**config.mk**
```make
export PLATFORM = sky130hd
export DESIGN_NAME = midpoint_circle_rasterizer_unit_flat
export DESIGN_NICKNAME = d
export VERILOG_FILES = /design/src/mcr_pkg.sv /design/src/mcr_in_if.sv /design/src/mcr_out_if.sv /design/src/mcr_fifo.sv /design/src/mcr_front.sv /design/src/mcr_back.sv /design/src/midpoint_circle_rasterizer_unit.sv /design/src/flat_wrapper.sv
export SDC_FILE = /design/constraint.sdc
export NUM_CORES = 1
export LEC_CHECK = 0
export ABC_AREA = 1
export BUFFER_PORTS_ARGS = -buffer_cell sky130_fd_sc_hd__buf_2
export CAP_MARGIN = 20
export CORE_MARGIN = 2
export CORE_UTILIZATION = 25
export DETAILED_ROUTE_END_ITERATION = 6
export SYNTH_ARGS = -nofsm -noshare
export SYNTH_HDL_FRONTEND = slang
export SYNTH_SLANG_ARGS = --single-unit
```
**constraint.sdc**
```tcl
create_clock -name clk_i -period 9.6 [get_ports clk_i]
set_clock_uncertainty 0.2 [all_clocks]
set_input_delay 0 -clock clk_i [delete_from_list [all_inputs] [get_ports clk_i]]
set_output_delay 0 -clock clk_i [all_outputs]
set_load 0.005 [all_outputs]
```
**src/mcr_pkg.sv**
```systemverilog
// ----------------------------------------------------------------------------
// mcr_pkg
// Shared constants and types for the midpoint circle rasterizer.
// ----------------------------------------------------------------------------
`default_nettype none

package mcr_pkg;

  localparam int unsigned DEC_BITS      = 20;
  localparam int unsigned OUT_BITS      = 16;
  localparam int unsigned CENTER_BITS   = 15;
  localparam int unsigned RADIUS_BITS   = 14;
  localparam int unsigned PTS_PER_GROUP = 8;
  localparam int unsigned IDX_BITS      = $clog2(PTS_PER_GROUP);
  localparam int unsigned LAST_IDX      = PTS_PER_GROUP - 1;

  typedef enum logic {
    KIND_START = 1'b0,
    KIND_STEP  = 1'b1
  } kind_e;

endpackage

`default_nettype wire

```
**src/mcr_in_if.sv**
```systemverilog
// ----------------------------------------------------------------------------
// mcr_in_if
// Command channel: start a circle or advance one iteration.
// ----------------------------------------------------------------------------
`default_nettype none

interface mcr_in_if;
  logic                                    valid;
  logic                                    ready;
  logic                                    kind;
  logic signed [mcr_pkg::CENTER_BITS-1:0]  center_x;
  logic signed [mcr_pkg::CENTER_BITS-1:0]  center_y;
  logic        [mcr_pkg::RADIUS_BITS-1:0]  radius;

  modport source (output valid, kind, center_x, center_y, radius, input ready);
  modport sink   (input valid, kind, center_x, center_y, radius, output ready);
endinterface

`default_nettype wire

```
**src/mcr_out_if.sv**
```systemverilog
// ----------------------------------------------------------------------------
// mcr_out_if
// Point channel: one plotted pixel per beat.
// ----------------------------------------------------------------------------
`default_nettype none

interface mcr_out_if;
  logic                                 valid;
  logic                                 ready;
  logic signed [mcr_pkg::OUT_BITS-1:0]  point_x;
  logic signed [mcr_pkg::OUT_BITS-1:0]  point_y;
  logic                                 last_of_group;
  logic                                 circle_done;

  modport source (output valid, point_x, point_y, last_of_group, circle_done,
                  input ready);
  modport sink   (input valid, point_x, point_y, last_of_group, circle_done,
                  output ready);
endinterface

`default_nettype wire

```
**src/mcr_fifo.sv**
```systemverilog
// ----------------------------------------------------------------------------
// mcr_fifo
// Small register FIFO holding group descriptors between front and back.
// ----------------------------------------------------------------------------
`default_nettype none

module mcr_fifo #(
  parameter int unsigned WIDTH = 65,
  parameter int unsigned DEPTH = 2
) (
  input  wire logic             clk_i,
  input  wire logic             rst_ni,
  input  wire logic             push_i,
  input  wire logic [WIDTH-1:0] push_data_i,
  input  wire logic             pop_i,
  output logic      [WIDTH-1:0] head_data_o,
  output logic                  full_o,
  output logic                  empty_o
);

  localparam int unsigned AW = (DEPTH > 1) ? $clog2(DEPTH) : 1;
  localparam int unsigned CW = $clog2(DEPTH + 1);

  logic [WIDTH-1:0] mem_q [DEPTH];
  logic [AW-1:0]    wr_ptr_q, rd_ptr_q;
  logic [CW-1:0]    cnt_q;

  assign full_o      = (cnt_q == CW'(DEPTH));
  assign empty_o     = (cnt_q == '0);
  assign head_data_o = mem_q[rd_ptr_q];

  always_ff @(posedge clk_i) begin
    if (push_i) begin
      mem_q[wr_ptr_q] <= push_data_i;
    end
  end

  always_ff @(posedge clk_i or negedge rst_ni) begin
    if (!rst_ni) begin
      wr_ptr_q <= '0;
      rd_ptr_q <= '0;
      cnt_q    <= '0;
    end else begin
      if (push_i) begin
        wr_ptr_q <= (wr_ptr_q == AW'(DEPTH - 1)) ? '0 : wr_ptr_q + 1'b1;
      end
      if (pop_i) begin
        rd_ptr_q <= (rd_ptr_q == AW'(DEPTH - 1)) ? '0 : rd_ptr_q + 1'b1;
      end
      case ({push_i, pop_i})
        2'b10:   cnt_q <= cnt_q + 1'b1;
        2'b01:   cnt_q <= cnt_q - 1'b1;
        default: cnt_q <= cnt_q;
      endcase
    end
  end

`ifndef SYNTH
  a_no_overflow: assert property (@(posedge clk_i) disable iff (!rst_ni)
    push_i |-> (!full_o || pop_i))
    else $error("mcr_fifo: push while full");
  a_no_underflow: assert property (@(posedge clk_i) disable iff (!rst_ni)
    pop_i |-> !empty_o)
    else $error("mcr_fifo: pop while empty");
`endif

endmodule

`default_nettype wire

```
**src/mcr_front.sv**
```systemverilog
// ----------------------------------------------------------------------------
// mcr_front
// Accepts commands, runs the midpoint decision update and queues one
// group descriptor (centre, offsets, done flag) per productive command.
// ----------------------------------------------------------------------------
`default_nettype none

module mcr_front #(
  parameter int unsigned COORD_BITS = 16
) (
  input  wire logic                                   clk_i,
  input  wire logic                                   rst_ni,
  input  wire logic                                   in_valid_i,
  output logic                                        in_ready_o,
  input  wire logic                                   kind_i,
  input  wire logic signed [mcr_pkg::CENTER_BITS-1:0] center_x_i,
  input  wire logic signed [mcr_pkg::CENTER_BITS-1:0] center_y_i,
  input  wire logic        [mcr_pkg::RADIUS_BITS-1:0] radius_i,
  input  wire logic                                   q_full_i,
  output logic                                        push_o,
  output logic             [4*COORD_BITS:0]           push_data_o
);

  import mcr_pkg::*;

  localparam int unsigned CB = COORD_BITS;
  localparam int unsigned WB = (CB > DEC_BITS) ? CB : DEC_BITS;

  logic signed [CB-1:0]       cx_q, cy_q, x_q, y_q;
  logic signed [CB-1:0]       cx_d, cy_d, x_d, y_d;
  logic signed [DEC_BITS-1:0] d_q, d_d;
  logic                       active_q;
  logic                       accept, is_start, done;
  logic signed [CB-1:0]       x_inc, y_dec;
  logic signed [WB-1:0]       x_inc_w, y_dec_w, cx_w, cy_w;
  logic        [WB-1:0]       r_w;
  logic        [DEC_BITS-1:0] diff_dec, x_dec;

  assign in_ready_o = !q_full_i;
  assign accept     = in_valid_i && in_ready_o;
  assign is_start   = (kind_i == KIND_START);
  assign push_o     = accept && (is_start || active_q);

  assign x_inc    = x_q + 1'b1;
  assign y_dec    = y_q - 1'b1;
  assign x_inc_w  = WB'(x_inc);
  assign y_dec_w  = WB'(y_dec);
  assign cx_w     = WB'(center_x_i);
  assign cy_w     = WB'(center_y_i);
  assign r_w      = WB'(radius_i);
  assign diff_dec = x_inc_w[DEC_BITS-1:0] - y_dec_w[DEC_BITS-1:0];
  assign x_dec    = x_inc_w[DEC_BITS-1:0];

  always_comb begin
    cx_d = cx_q;
    cy_d = cy_q;
    x_d  = x_inc;
    y_d  = y_q;
    d_d  = d_q;
    if (is_start) begin
      cx_d = cx_w[CB-1:0];
      cy_d = cy_w[CB-1:0];
      x_d  = '0;
      y_d  = r_w[CB-1:0];
      d_d  = DEC_BITS'(3) - {r_w[DEC_BITS-2:0], 1'b0};
    end else if (d_q > 0) begin
      y_d = y_dec;
      d_d = d_q + {diff_dec[DEC_BITS-3:0], 2'b00} + DEC_BITS'(10);
    end else begin
      d_d = d_q + {x_dec[DEC_BITS-3:0], 2'b00} + DEC_BITS'(6);
    end
  end

  assign done        = (y_d < x_d);
  assign push_data_o = {cx_d, cy_d, x_d, y_d, done};

  always_ff @(posedge clk_i or negedge rst_ni) begin
    if (!rst_ni) begin
      cx_q     <= '0;
      cy_q     <= '0;
      x_q      <= '0;
      y_q      <= '0;
      d_q      <= '0;
      active_q <= 1'b0;
    end else if (push_o) begin
      cx_q     <= cx_d;
      cy_q     <= cy_d;
      x_q      <= x_d;
      y_q      <= y_d;
      d_q      <= d_d;
      active_q <= !done;
    end
  end

`ifndef SYNTH
  a_active_tracks_done: assert property (@(posedge clk_i) disable iff (!rst_ni)
    push_o |=> (active_q == !$past(done)))
    else $error("mcr_front: active flag does not follow group end");
  a_idle_step_no_push: assert property (@(posedge clk_i) disable iff (!rst_ni)
    (accept && !is_start && !active_q) |=> $stable(x_q) && $stable(d_q))
    else $error("mcr_front: idle step changed state");
`endif

endmodule

`default_nettype wire

```
**src/mcr_back.sv**
```systemverilog
// ----------------------------------------------------------------------------
// mcr_back
// Expands one queued group into eight mirrored points, one per beat,
// through a registered output stage.
// ----------------------------------------------------------------------------
`default_nettype none

module mcr_back #(
  parameter int unsigned COORD_BITS = 16
) (
  input  wire logic                                clk_i,
  input  wire logic                                rst_ni,
  input  wire logic        [4*COORD_BITS:0]        head_data_i,
  input  wire logic                                q_empty_i,
  output logic                                     pop_o,
  output logic                                     out_valid_o,
  input  wire logic                                out_ready_i,
  output logic signed      [mcr_pkg::OUT_BITS-1:0] point_x_o,
  output logic signed      [mcr_pkg::OUT_BITS-1:0] point_y_o,
  output logic                                     last_of_group_o,
  output logic                                     circle_done_o
);

  import mcr_pkg::*;

  localparam int unsigned CB = COORD_BITS;
  localparam int unsigned WO = (CB > OUT_BITS) ? CB : OUT_BITS;

  logic signed [CB-1:0]       cx, cy, ox, oy, a, b, px, py;
  logic signed [WO-1:0]       px_w, py_w;
  logic                       grp_done, load, is_last;
  logic        [IDX_BITS-1:0] idx_q;
  logic                       valid_q, last_q, done_q;
  logic signed [OUT_BITS-1:0] px_q, py_q;

  assign {cx, cy, ox, oy, grp_done} = head_data_i;

  // bit 2 swaps the offsets, bit 0 negates x term, bit 1 negates y term
  assign a    = idx_q[2] ? oy : ox;
  assign b    = idx_q[2] ? ox : oy;
  assign px   = idx_q[0] ? (cx - a) : (cx + a);
  assign py   = idx_q[1] ? (cy - b) : (cy + b);
  assign px_w = WO'(px);
  assign py_w = WO'(py);

  assign is_last = (idx_q == IDX_BITS'(LAST_IDX));
  assign load    = !q_empty_i && (!valid_q || out_ready_i);
  assign pop_o   = load && is_last;

  always_ff @(posedge clk_i) begin
    if (load) begin
      px_q   <= px_w[OUT_BITS-1:0];
      py_q   <= py_w[OUT_BITS-1:0];
      last_q <= is_last;
      done_q <= grp_done;
    end
  end

  always_ff @(posedge clk_i or negedge rst_ni) begin
    if (!rst_ni) begin
      valid_q <= 1'b0;
      idx_q   <= '0;
    end else if (load) begin
      valid_q <= 1'b1;
      idx_q   <= idx_q + 1'b1;
    end else if (out_ready_i) begin
      valid_q <= 1'b0;
    end
  end

  assign out_valid_o     = valid_q;
  assign point_x_o       = px_q;
  assign point_y_o       = py_q;
  assign last_of_group_o = last_q;
  assign circle_done_o   = done_q;

`ifndef SYNTH
  a_pop_marks_last: assert property (@(posedge clk_i) disable iff (!rst_ni)
    pop_o |=> (valid_q && last_q && (idx_q == '0)))
    else $error("mcr_back: group retired without last beat");
`endif

endmodule

`default_nettype wire

```
**src/midpoint_circle_rasterizer_unit.sv**
```systemverilog
// ----------------------------------------------------------------------------
// midpoint_circle_rasterizer_unit
// Midpoint circle rasterizer with eight-way symmetry: front decision
// update, group queue, point emitter.
//
//   channel | dir | payload                                    | beats/item
//   in_i    | in  | kind, center_x, center_y, radius           | 1
//   out_o   | out | point_x, point_y, last_of_group, circle_done| 8 or 0
//
// A start, or a step while a circle is active, yields eight beats, one per
// cycle while the point port is ready and a group is queued.
// A step with no active circle is accepted and yields no beat.
// The front keeps taking commands while the 2-entry group queue has room;
// a group's first beat passes the queue, then the registered output stage.
// Reset clears the circle state and the queue; no warm-up pass.
// ----------------------------------------------------------------------------
`default_nettype none

module midpoint_circle_rasterizer_unit #(
  parameter int unsigned COORD_BITS = 16
) (
  input  wire logic  clk_i,
  input  wire logic  rst_ni,
  mcr_in_if.sink     in_i,
  mcr_out_if.source  out_o
);

  import mcr_pkg::*;

  localparam int unsigned GW = 4 * COORD_BITS + 1;

  logic          push, pop, q_full, q_empty;
  logic [GW-1:0] push_data, head_data;

  mcr_front #(.COORD_BITS(COORD_BITS)) u_front (
    .clk_i       (clk_i),
    .rst_ni      (rst_ni),
    .in_valid_i  (in_i.valid),
    .in_ready_o  (in_i.ready),
    .kind_i      (in_i.kind),
    .center_x_i  (in_i.center_x),
    .center_y_i  (in_i.center_y),
    .radius_i    (in_i.radius),
    .q_full_i    (q_full),
    .push_o      (push),
    .push_data_o (push_data)
  );

  mcr_fifo #(.WIDTH(GW), .DEPTH(2)) u_fifo (
    .clk_i       (clk_i),
    .rst_ni      (rst_ni),
    .push_i      (push),
    .push_data_i (push_data),
    .pop_i       (pop),
    .head_data_o (head_data),
    .full_o      (q_full),
    .empty_o     (q_empty)
  );

  mcr_back #(.COORD_BITS(COORD_BITS)) u_back (
    .clk_i           (clk_i),
    .rst_ni          (rst_ni),
    .head_data_i     (head_data),
    .q_empty_i       (q_empty),
    .pop_o           (pop),
    .out_valid_o     (out_o.valid),
    .out_ready_i     (out_o.ready),
    .point_x_o       (out_o.point_x),
    .point_y_o       (out_o.point_y),
    .last_of_group_o (out_o.last_of_group),
    .circle_done_o   (out_o.circle_done)
  );

`ifndef SYNTH
  a_push_needs_cmd: assert property (@(posedge clk_i) disable iff (!rst_ni)
    push |-> (in_i.valid && in_i.ready))
    else $error("midpoint_circle_rasterizer_unit: group queued without command");
`endif

endmodule

`default_nettype wire

```
**src/flat_wrapper.sv**
```systemverilog
// flat-port wrapper written by rule: the top's interface ports become plain ports
module midpoint_circle_rasterizer_unit_flat import mcr_pkg::*;
#(
  parameter int unsigned COORD_BITS = 16
)
  (clk_i, rst_ni, in_i_valid, in_i_kind, in_i_center_x, in_i_center_y, in_i_radius, in_i_ready, out_o_valid, out_o_point_x, out_o_point_y, out_o_last_of_group, out_o_circle_done, out_o_ready);
  mcr_in_if in_i_i ();
  mcr_out_if out_o_i ();
  input  wire logic clk_i;
  input  wire logic rst_ni;
  input wire logic [$bits(in_i_i.valid)-1:0] in_i_valid;
  input wire logic [$bits(in_i_i.kind)-1:0] in_i_kind;
  input wire logic [$bits(in_i_i.center_x)-1:0] in_i_center_x;
  input wire logic [$bits(in_i_i.center_y)-1:0] in_i_center_y;
  input wire logic [$bits(in_i_i.radius)-1:0] in_i_radius;
  output wire logic [$bits(in_i_i.ready)-1:0] in_i_ready;
  output wire logic [$bits(out_o_i.valid)-1:0] out_o_valid;
  output wire logic [$bits(out_o_i.point_x)-1:0] out_o_point_x;
  output wire logic [$bits(out_o_i.point_y)-1:0] out_o_point_y;
  output wire logic [$bits(out_o_i.last_of_group)-1:0] out_o_last_of_group;
  output wire logic [$bits(out_o_i.circle_done)-1:0] out_o_circle_done;
  input wire logic [$bits(out_o_i.ready)-1:0] out_o_ready;
  assign in_i_i.valid = in_i_valid;
  assign in_i_i.kind = in_i_kind;
  assign in_i_i.center_x = in_i_center_x;
  assign in_i_i.center_y = in_i_center_y;
  assign in_i_i.radius = in_i_radius;
  assign in_i_ready = in_i_i.ready;
  assign out_o_valid = out_o_i.valid;
  assign out_o_point_x = out_o_i.point_x;
  assign out_o_point_y = out_o_i.point_y;
  assign out_o_last_of_group = out_o_i.last_of_group;
  assign out_o_circle_done = out_o_i.circle_done;
  assign out_o_i.ready = out_o_ready;
  midpoint_circle_rasterizer_unit #(.COORD_BITS(COORD_BITS)) u_core (.clk_i(clk_i), .rst_ni(rst_ni), .in_i(in_i_i), .out_o(out_o_i));
endmodule
```
==> impl_metrics.py <==
metrics = {
    "clocking": {
        "clockRootBuffer": "clkbuf_16",
        "worstSkewPairLatency_ps": 590,
        "cts_tree": "done",
        "numClockSinks": 257,
        "htreeDepth": 1,
        "cts-buffers-inserted": 30,
        "cts_max_path_buffers": 3,
        "clk_pin_slew_ps": 60,
    },
    "critical_path": {
        "worstSetupStartpointType": "flop",
        "critPathKind": "reg -> reg",
        "cp_slowest_stage_delay_ps": 540,
        "rr_startpoint": "u_core.u_front.x_q[0]$_DFFE_PN0P_",
        "r2r_slack_ps": 4020,
        "worstPathMaxFanout": 6,
        "reg2regPathDepth": 28,
        "crit_arrival_ps": 5900,
        "end_kind": "flop",
        "cp.required_ps": 9920,
        "timing.rr.end": "u_core.u_front.d_q[14]$_DFFE_PN0P_",
        "cp_common_cell": "nand2_1",
        "slowest_stage": "dlygate4sd3_1",
        "crit_buf_inv": 3,
        "crit_family": "compound AO/OA/AOI/OAI gates",
    },
    "sta": {
        "fin_hold_ws_ps": 35.9,
        "fin_setup_tns_ps": 0,
        "setup_viol": 0,
        "grt_setup_unrepaired": "false",
        "slew_headroom_pct": 27.2,
        "drv_slew": 0,
        "period_needed_ps": 5580,
        "clock.fmax_ghz": 0.179,
        "fin_crit_sh_pct": 58.1,
        "hold_violations": 0,
        "worst_pin_slew_ps": 1090,
    },
    "synth": {
        "synth_area_leaders": "edfxtp_1 29%, dfrtp_1 14%, nand2_1 11%",
        "syn_avg_cell_area_um2": 8.52,
        "syn-num-nets": 2163,
        "synth-edff-count": 164,
        "yosysMostFrequentCell": "nand2_1",
        "seq_area_frac_synth_pct": 43.2,
        "synth_top_cell_by_area": "edfxtp_1",
        "async_flop_share_pct": 36.2,
        "synth_top_area_share_pct": 29.4,
        "synth_common_cells": "479 x nand2_1, 227 x inv_1, 204 x o21ai_0",
        "ys_warn_count": 0,
        "synthesis.area_um2": 16800,
        "synthFlopType": "edfxtp_1",
        "netlist_instances": 1969,
        "ys_types": 55,
        "synth-seq-cells": 257,
    },
    "floorplan": {
        "start_util_pct": 25.4,
        "core-area_um2": 66100,
        "die_h_um": 263,
        "ios": 85,
        "die_x_um": 263,
        "rows": 94,
        "die-area_um2": 69200,
    },
    "global_routing": {
        "antenna_found_initial": 0,
        "grt_pass1_wl_mm": 69.6,
        "grt_overflow": 0,
        "grt_max_degree": 88,
        "track_usage_pct": 12.3,
        "grt_pass1_vias": 13300,
    },
    "final_layout": {
        "ff_latch_area_um2": 7250,
        "nFillCells": 6989,
        "fin_area_um2": 19900,
        "antenna_cells": 0,
        "drive_gt1_share_pct": 9.45,
        "area_growth_pct": 18.7,
        "nets": 2298,
        "multiInputGateArea_um2": 8400,
        "postLayoutCoreUtil_pct": 30.1,
    },
    "place": {
        "dpl_cell_area_um2": 18100,
        "routabilityCongestion": 0.866,
        "numPortBuffers": 84,
        "dp.final_hpwl_mm": 31.1,
    },
    "detailed_routing": {
        "ant_nets": 0,
        "wire_per_inst_um": 14.3,
        "first_pass_iters": 5,
        "post-route-drc-count": 0,
        "routed_wirelength_mm": 42.8,
        "dr_total_vias": 13400,
        "vias_per_cell": 4.47,
        "drtIter0Drc": 776,
    },
    "min_path": {
        "worst_hold_path_type": "in -> reg",
        "hold_depth": 3,
        "min_from": "in_i_valid",
        "min_to": "u_core.u_front.d_q[0]$_DFFE_PN0P_",
    },
    "outcome": {
        "status": "complete, no violations",
    },
    "job": {
        "drv_cap": 0,
    },
}
## cell type report
class                      instances  area share, %
inverter                         235           4.45
tap                              864           5.43
sequential                       257           36.4
multi-input combinational       1418           42.2
clock inverter                    24           1.67
timing repair buffer             162           6.00
clock buffer                      32           3.81
## flip-flops by register name, indices dropped and copies added (netlist names)
| name | flops |
|---|---|
| u_core.u_back.last_of_group_o | 1 |
| u_core.u_front.y_q | 16 |
| u_core.u_front.active_q | 1 |
| u_core.u_fifo.mem_q | 130 |
| u_core.u_fifo.wr_ptr_q | 1 |
| u_core.u_fifo.cnt_q | 2 |
| u_core.u_back.out_valid_o | 1 |
| u_core.u_back.point_x_o | 16 |
| u_core.u_front.cx_q | 16 |
| u_core.u_front.cy_q | 16 |
| u_core.u_back.point_y_o | 16 |
| u_core.u_front.d_q | 20 |
| u_core.u_back.idx_q | 3 |
| u_core.u_fifo.rd_ptr_q | 1 |
| u_core.u_back.circle_done_o | 1 |
| u_core.u_front.x_q | 16 |
## worst reg2reg max path, delay by kind of cell (launching register included)
kind	cells	cell delay, ps
XOR/XNOR	1	260
AND/OR/NAND/NOR	12	1010
flip-flops	1	460
AO/OA/AOI/OAI	8	1690
buffers and inverters	3	700
adder cells (fa/ha/maj)	4	1210
## per-stage QoR
stage / cells / setup slack, ps
after CTS: 2992 / 4040
after detailed placement: 2869 / 4300
after global routing: 2992 / 3380
after global placement: 2869 / 4410
final: 2992 / 4020
after floorplan: 1969 / 4990
## per-layer routing
metal	global-route usage [%]	share of wire (%)
met4	3.07	2.4
met2	21.1	47
met1	16.3	47
met3	1.65	4.0
met5	0	0
## logic make-up after synthesis
kind of cell | after synthesis | synth area share, %
compound gates | 427 | 14.0
flops | 257 | 43.2
buf+inv | 294 | 6.86
fa+ha+maj | 145 | 11.0
simple gates | 713 | 17.6
mux | 22 | 1.31
xor+xnor | 111 | 5.96
## timing repair
| action | 4_1_cts | 5_1_grt |
|---|---|---|
| gates resized for setup | 0 | 0 |
| setup buffers | 0 | 0 |
| hold endpoints to repair | 199 | 0 |
| hold buffers | 67 | 0 |
## how the worst max path moves through the flow
stage | cells after the start | startpoint | endpoint | slack [ps]
2_1_floorplan | 29 | u_core.u_front.x_q[0]$_DFFE_PN0P_ | u_core.u_front.d_q[19]$_DFFE_PN0P_ | 4990
5_1_grt | 28 | u_core.u_front.x_q[0]$_DFFE_PN0P_ | u_core.u_front.d_q[14]$_DFFE_PN0P_ | 3380
6_report | 28 | u_core.u_front.x_q[0]$_DFFE_PN0P_ | u_core.u_front.d_q[14]$_DFFE_PN0P_ | 4020
4_1_cts | 28 | u_core.u_front.x_q[0]$_DFFE_PN0P_ | u_core.u_front.d_q[14]$_DFFE_PN0P_ | 4040
3_3_place_gp | 28 | u_core.u_front.y_q[0]$_DFFE_PN0P_ | u_core.u_front.d_q[19]$_DFFE_PN0P_ | 4410
3_5_place_dp | 30 | u_core.u_front.x_q[0]$_DFFE_PN0P_ | u_core.u_front.d_q[19]$_DFFE_PN0P_ | 4300
## layout by cell type, fill, tap and decap left out, drive strengths merged, types with 2 or more instances in the layout
cell         count
nand2          487
inv            236
o21ai          234
edfxtp         164
ha             140
a21oi          132
nor2           109
buf             96
dfrtp           93
xor2            74
dlygate4sd3     66
nand3           54
xnor2           35
clkbuf          32
nor3            23
mux2i           22
or2             18
nand4           15
clkinv          15
o211ai          10
o31ai            9
a21boi           8
a31oi            7
a211oi           6
bufinv           6
o21bai           5
a2bb2oi          5
fa               5
nand3b           3
a221oi           2
xnor3            2
o21a             2
a21o             2
o311ai           2
clkinvlp         2
Power is not shown: default switching activity piles up to over one toggle a cycle in this logic, so the estimate is an artifact.
